File: src/design/gru_pkg.sv
// Package for the Givens rotation unit: payload types, state codes and constants.
`timescale 1ns / 1ps
`default_nettype none
package gru_pkg;

  typedef struct packed {
    logic              kind;
    logic [4:0]        slot;
    logic signed [31:0] first_value;
    logic signed [31:0] second_value;
  } gru_in_t;

  typedef struct packed {
    logic signed [31:0] first_result;
    logic signed [31:0] second_result;
    logic               saturated;
  } gru_out_t;

  typedef enum logic [3:0] {
    ST_IDLE,
    ST_READ,
    ST_DIV,
    ST_SQRT,
    ST_RECIP,
    ST_RT,
    ST_STORE,
    ST_MUL_A,
    ST_MUL_B,
    ST_ROUND,
    ST_OUT
  } gru_state_t;

  localparam logic        KIND_GEN   = 1'b0;
  localparam logic [31:0] ONE_Q30    = 32'h4000_0000;
  localparam int          DIV_STEPS  = 31;
  localparam int          SQRT_STEPS = 31;
  localparam int          RECIP_STEPS = 31;

  // Commands from the controller to the datapath.
  typedef struct packed {
    logic load;
    logic read_table;
    logic setup_div;
    logic step_div;
    logic setup_sqrt;
    logic step_sqrt;
    logic setup_recip;
    logic step_recip;
    logic calc_rt;
    logic store;
    logic mul_a;
    logic mul_b;
    logic round;
  } gru_cmd_t;

  typedef struct packed {
    logic kind_gen;
    logic b_zero;
  } gru_status_t;

endpackage
`default_nettype wire

File: src/design/gru_ctrl.sv
// Controller state machine sequencing the iterative factor generation and rotation.
`timescale 1ns / 1ps
`default_nettype none
module gru_ctrl (
  input  wire                   clk,
  input  wire                   rst_n,
  input  wire                   in_valid,
  output logic                  in_ready,
  output logic                  out_valid,
  input  wire                   out_ready,
  input  wire gru_pkg::gru_status_t status,
  output gru_pkg::gru_cmd_t     cmd
);
  import gru_pkg::*;

  gru_state_t state_r, state_nxt;
  logic [5:0] cnt_r, cnt_nxt;

  always_ff @(posedge clk) begin
    if (!rst_n) begin
      state_r <= ST_IDLE;
      cnt_r   <= '0;
    end else begin
      state_r <= state_nxt;
      cnt_r   <= cnt_nxt;
    end
  end

  always_comb begin
    state_nxt = state_r;
    cnt_nxt   = cnt_r;
    cmd       = '0;
    in_ready  = 1'b0;
    out_valid = 1'b0;
    case (state_r)
      ST_IDLE: begin
        in_ready = 1'b1;
        if (in_valid) begin
          cmd.load  = 1'b1;
          state_nxt = ST_READ;
        end
      end
      ST_READ: begin
        if (status.kind_gen) begin
          if (status.b_zero) begin
            state_nxt = ST_STORE;
          end else begin
            cmd.setup_div = 1'b1;
            cnt_nxt   = '0;
            state_nxt = ST_DIV;
          end
        end else begin
          cmd.read_table = 1'b1;
          state_nxt = ST_MUL_A;
        end
      end
      ST_DIV: begin
        cmd.step_div = 1'b1;
        cnt_nxt = cnt_r + 6'd1;
        if (cnt_r == 6'(DIV_STEPS - 1)) begin
          cnt_nxt   = '0;
          state_nxt = ST_SQRT;
        end
      end
      ST_SQRT: begin
        if (cnt_r == '0) begin
          cmd.setup_sqrt = 1'b1;
        end else begin
          cmd.step_sqrt = 1'b1;
        end
        cnt_nxt = cnt_r + 6'd1;
        if (cnt_r == 6'(SQRT_STEPS)) begin
          cnt_nxt   = '0;
          state_nxt = ST_RECIP;
        end
      end
      ST_RECIP: begin
        if (cnt_r == '0) begin
          cmd.setup_recip = 1'b1;
        end else begin
          cmd.step_recip = 1'b1;
        end
        cnt_nxt = cnt_r + 6'd1;
        if (cnt_r == 6'(RECIP_STEPS)) begin
          cnt_nxt   = '0;
          state_nxt = ST_RT;
        end
      end
      ST_RT: begin
        cmd.calc_rt = 1'b1;
        state_nxt = ST_STORE;
      end
      ST_STORE: begin
        cmd.store = 1'b1;
        state_nxt = ST_MUL_A;
      end
      ST_MUL_A: begin
        cmd.mul_a = 1'b1;
        state_nxt = ST_MUL_B;
      end
      ST_MUL_B: begin
        cmd.mul_b = 1'b1;
        state_nxt = ST_ROUND;
      end
      ST_ROUND: begin
        cmd.round = 1'b1;
        state_nxt = ST_OUT;
      end
      ST_OUT: begin
        out_valid = 1'b1;
        if (out_ready) begin
          state_nxt = ST_IDLE;
        end
      end
      default: state_nxt = ST_IDLE;
    endcase
  end
endmodule
`default_nettype wire

File: config.mk
export PLATFORM = sky130hd
export DESIGN_NAME = gru_ctrl
export DESIGN_NICKNAME = d
export VERILOG_FILES = /design/src/design/gru_pkg.sv /design/src/design/gru_ctrl.sv
export SDC_FILE = /design/constraint.sdc
export NUM_CORES = 1
export LEC_CHECK = 0
export BUFFER_PORTS_ARGS = -buffer_cell sky130_fd_sc_hd__buf_2
export CAP_MARGIN = 10
export CORE_MARGIN = 2
export CORE_UTILIZATION = 53
export CTS_BUF_LIST = sky130_fd_sc_hd__clkbuf_8
export DETAILED_ROUTE_END_ITERATION = 7
export PLACE_DENSITY = 0.8
export SLEW_MARGIN = 40
export SYNTH_ARGS = -nofsm -noshare
export SYNTH_HDL_FRONTEND = slang
export SYNTH_SLANG_ARGS = --single-unit
File: constraint.sdc
create_clock -name clk -period 2.3 [get_ports clk]
set_input_delay 0.115 -clock clk [delete_from_list [all_inputs] [get_ports clk]]
set_output_delay 0.115 -clock clk [all_outputs]
set_load 0.01 [all_outputs]
==> results.toml, run 1 <==
[die]
die_w_um = 42.6
num_rows = 13
die_area_mm2 = 0.00181
initial_core_util_pct = 58.4
pin_count = 21
die_y_um = 42.6
core-area_mm2 = 0.00135

[sta]
slew_headroom_pct = 54.4
worst_pin_slew_ps = 673
hold_violations = 0
maxSlewViolCount = 0
period_share_pct = 86.8
setup_viol = 0
fin_skew_ps = 9.25
tns_ps = 0
period_minus_slack_ps = 2000
fmax_mhz = 501
rsz0062_at_grt = "no"
finalWorstSetupSlack_ps = 305

[critical_path]
r2r-end = "state_r[0]"
cp_max_fo = 14
cp.arrival_ps = 2130
worst-setup-path-type = "reg2reg"
required_ps = 2440
regToRegStartpoint = "state_r[2]"
reg2reg_depth = 4
reg2reg_slack_ps = 300
end_kind = "flip-flop"
crit_path_start_kind = "flip-flop"

[clocking]
clkSinkCount = 10
max-clock-path-buffers = 2
cts_inserted_buffers = 3
holdBufCountCts = 0
cts_tree = "yes"
post_cts.repair.setup_buffers = 0
clk_pin_slew_ps = 50
post_cts_resized = 0
insertion_delay_ps = 240
root_buffer = "clkbuf_8"
cts_htree_levels = 1

[worst_hold_path]
worstHoldPathCells = 3
min_path_type = "in2reg"
min_to = "state_r[1]"
hold_start = "rst_n"

[synth]
ys.flop_type = "dfxtp_1"
ys_warn_count = 0
async_flop_share_pct = 0
synth_xor_area_share_pct = 1.11
synth-simple-area-share_pct = 37.0
synth_edf_count = 0
synth_compound_area_share_pct = 23.5
syn_avg_cell_area_um2 = 7.65
netlist_area_um2 = 788
netlist_instances = 103
ys_types = 42
ys_seq_area_share_pct = 25.4
synthAdderAreaFrac_pct = 4.76
synth_top_family_by_area = "simple AND/OR/NAND/NOR gates"
synth.area.mux_share_pct = 1.27
syn_nets = 112
synth_seq_cells = 10

[place]
preCtsSetupSlack_ps = 337
dpl_cell_area_um2 = 886
io_buffers = 20
dp.final_hpwl_um = 1420
place_inst = 133
gp_congestion = 0.816

[cells_and_area]
insertedDiodeCount = 0
area_growth_pct = 19.4
nets = 132
layout-drive-gt1-share_pct = 26.2
postLayoutCellArea_um2 = 941
stdcell_count = 137
n_fill_cell = 118

[global_routing]
grt_first_pass_wirelength_um = 3090
grt_pass1_vias = 742
grt_max_degree = 16
antenna_found_initial = 0
grt-ovfl-total = 0
groute.usage.overall_pct = 22.8

[detailed_routing]
drc_errors = 0
via_per_inst = 6.19
initialDrtViolationCount = 19
antenna_left = 0
drt_first_pass_iters = 4
num_vias = 848
drt-total-wl_um = 1880
wire_per_inst_um = 13.8

[pwr]
p_per_area_mw_per_mm2 = 1060
leakagePower_nw = 0.398
vdd_drop_max_uv = 690

[job]
cap_viol_max_count = 0

[outcome]
outcome = "finished, final reports clean"
==> sequential cells by signal, indices dropped and copies added (netlist names) <==
| register | count |
|---|---|
| cnt_r | 6 |
| state_r | 4 |
==> power by group <==
part / internal, mW / leakage, nW / switching [mW]
clock network: 0.151 / 0.0288 / 0.0730
registers: 0.205 / 0.0814 / 0.0678
logic: 0.212 / 0.288 / 0.286
==> placed cells by master, fill, tap and decap left out, types with 2 or more instances in the layout <==
master    count
a211oi_1      2
a21oi_1       5
a31oi_1       2
and2_1        2
buf_2        20
buf_4         2
clkbuf_8      4
dfxtp_1      10
ha_1          3
inv_1         5
nand2_1       4
nand2b_1      4
nand3_1       5
nor2_1       14
nor3_1        6
nor4_1        3
o21ai_0       6
or3_1         2
==> synth_stat cells, types with 2 or more instances <==
library cell	number	area, um^2
nand2_1	4	15.0
and2_1	2	12.5
clkbuf_1	2	7.51
a211oi_1	2	15.0
inv_1	5	18.8
a31oi_1	2	12.5
nor4_1	3	18.8
nand3_1	5	25.0
dfxtp_1	10	200
nand2b_1	4	25.0
or3_1	2	12.5
ha_1	3	37.5
o21ai_0	6	30.0
nor3_1	6	30.0
nor2_1	14	52.6
buf_1	2	7.51
a21oi_1	5	25.0
buf_2	2	10.0
==> final cells by class <==
type | instances | area [um^2] | area share [%]
Timing Repair Buffer | 22 | 115 | 12.2
Inverter | 5 | 18.8 | 1.99
Multi-Input combinational cell | 81 | 533 | 56.6
Clock buffer | 4 | 55.1 | 5.85
Tap cell | 15 | 18.8 | 1.99
Sequential cell | 10 | 200 | 21.3
==> worst max-delay path, stage by stage (launching register included) <==
cell     delay, ps
dfxtp_1        570
or4b_4         560
a22oi_1        430
nor4b_1        100
a22o_1         240
==> layer usage <==
metal	track usage (%)	up-vias	wire, um
li1	-	419	-
met1	27.1	385	782
met2	37.2	35	929
met3	3.88	9	114
met4	15.0	0	58
met5	0	-	0
==> cell families (layout without fill, tap and decap cells) <==
kind of cell / after synthesis / in the layout
simple gates: 51 / 51
mux: 1 / 1
fa+ha+maj: 3 / 3
buf+inv: 12 / 31
compound gates: 25 / 25
flops: 10 / 10
xor+xnor: 1 / 1
==> stage by stage <==
stage / hold slack [ps] / util (%) / power, mW
6_report: 191 / 69.7 / 0.995
5_1_grt: 185 / 69.7 / 1.07
3_5_place_dp: 423 / 65.6 / 0.768
2_1_floorplan: 253 / - / 0.656
4_1_cts: 183 / 69.7 / 0.996
3_3_place_gp: 424 / 65.6 / 0.756
==> worst max path at each step <==
stage	startpoint	to	slack (ps)
6_report	state_r[2]	state_r[0]	300
3_5_place_dp	state_r[2]	state_r[0]	340
3_3_place_gp	state_r[2]	state_r[0]	400
4_1_cts	state_r[2]	state_r[0]	320
5_1_grt	state_r[2]	cnt_r[3]	220
2_1_floorplan	state_r[1]	cnt_r[5]	530
Power figures use the tool's default switching activity.
==> inputs of run 2 (changes only) <==
Clock period 2.3 ns to 2.2 ns, I/O delays scaled along.
==> results.toml, run 2 (same netlist as run 1, synthesis figures left out) <==
[outcome]
outcome = "finished, final reports clean"

[global_routing]
grt_first_pass_wirelength_um = 3290
grt_pass1_vias = 734
groute.usage.overall_pct = 23.8
grt-ovfl-total = 0
antenna_found_initial = 0
grt_max_degree = 16

[clocking]
clk_pin_slew_ps = 50
cts_tree = "yes"
cts_htree_levels = 1
clkSinkCount = 10
post_cts.repair.setup_buffers = 0
cts_inserted_buffers = 3
root_buffer = "clkbuf_8"
insertion_delay_ps = 240
max-clock-path-buffers = 2
holdBufCountCts = 0
post_cts_resized = 0

[worst_hold_path]
hold_start = "rst_n"
min_to = "state_r[2]"
worstHoldPathCells = 3
min_path_type = "in2reg"

[place]
dp.final_hpwl_um = 1520
gp_congestion = 0.842
io_buffers = 20

[detailed_routing]
drt-total-wl_um = 2040
drt_first_pass_iters = 4
antenna_left = 0
initialDrtViolationCount = 23
via_per_inst = 6.21
drc_errors = 0
wire_per_inst_um = 14.7
num_vias = 863

[cells_and_area]
insertedDiodeCount = 0
largest_reg_flops = 6
top_register = "cnt_r"
layout-drive-gt1-share_pct = 27.4
final_cell_mix = "buf_2, nor2_1, dfxtp_1"
nets = 134
fin_util_pct = 70.8
final_common_cell = "buf_2"
area_growth_pct = 21.3
largestRegisters = "cnt_r: 6 flops, state_r: 4 flops"

[critical_path]
cp_max_fo = 6
end_kind = "flip-flop"
reg2reg_depth = 4
reg2reg_slack_ps = 360
crit_path_start_kind = "flip-flop"
regToRegStartpoint = "state_r[1]"
cp.arrival_ps = 1980
worst-setup-path-type = "reg2reg"
required_ps = 2330
r2r-end = "state_r[0]"

[sta]
rsz0062_at_grt = "no"
fmax_mhz = 542
tns_ps = 0
hold_violations = 0
maxSlewViolCount = 0
period_share_pct = 83.9
slew_headroom_pct = 47.3
period_minus_slack_ps = 1840
timing.hold.ws_ps = 180
fin_skew_ps = 2.28
worst_pin_slew_ps = 779
setup_viol = 0

[job]
cap_viol_max_count = 0

[die]
die_w_um = 42.6
core-area_mm2 = 0.00135
pin_count = 21
num_rows = 13
die_y_um = 42.6
initial_core_util_pct = 58.4
die_area_mm2 = 0.00181

[pwr]
p_per_area_mw_per_mm2 = 1130
vdd_drop_max_uv = 778
leakagePower_nw = 0.409
[run 2: how the worst max path moves through the flow]
| stage | from | to | slack, ps | depth (start not counted) |
|---|---|---|---|---|
| 4_1_cts | state_r[0] | cnt_r[0] | 330 | 4 |
| 6_report | state_r[1] | state_r[0] | 360 | 4 |
| 3_5_place_dp | state_r[0] | cnt_r[0] | 350 | 4 |
| 5_1_grt | state_r[1] | state_r[0] | 260 | 4 |
| 2_1_floorplan | state_r[1] | cnt_r[5] | 430 | 5 |
| 3_3_place_gp | state_r[0] | cnt_r[0] | 370 | 4 |
[run 2: layout make-up]
class	instances	area [um^2]
Multi-Input combinational cell	81	533
Fill cell	111	394
Sequential cell	10	200
Timing Repair Buffer	24	130
Clock buffer	4	55.1
Inverter	5	18.8
Tap cell	15	18.8
[run 2: metal layers]
layer | global-route usage, % | up-vias | share of wire (%)
met4 | 10.0 | 0 | 0.83
met3 | 5.60 | 4 | 5.0
met1 | 30.3 | 400 | 46
met2 | 38.2 | 32 | 48
li1 | - | 427 | -
met5 | 0 | - | 0
[run 2: worst max-delay path: stages (launching register included)]
cell	delay, ps
dfxtp_1	410
or4bb_1	570
a22oi_1	420
nor4b_1	100
a22o_1	240
[run 2: per-stage QoR]
stage	instances	setup WS [ps]	total power [mW]	instance area, um^2
after detailed placement	135	349	0.833	901
final	139	355	1.08	956
after global placement	135	366	0.818	901
after global routing	139	264	1.15	956
after floorplan	103	427	0.686	788
after CTS	139	330	1.07	956
[run 2: power by group]
group / total (mW) / switching (mW) / internal [mW]
logic: 0.591 / 0.350 / 0.241
clock network: 0.232 / 0.0741 / 0.157
registers: 0.258 / 0.0434 / 0.214
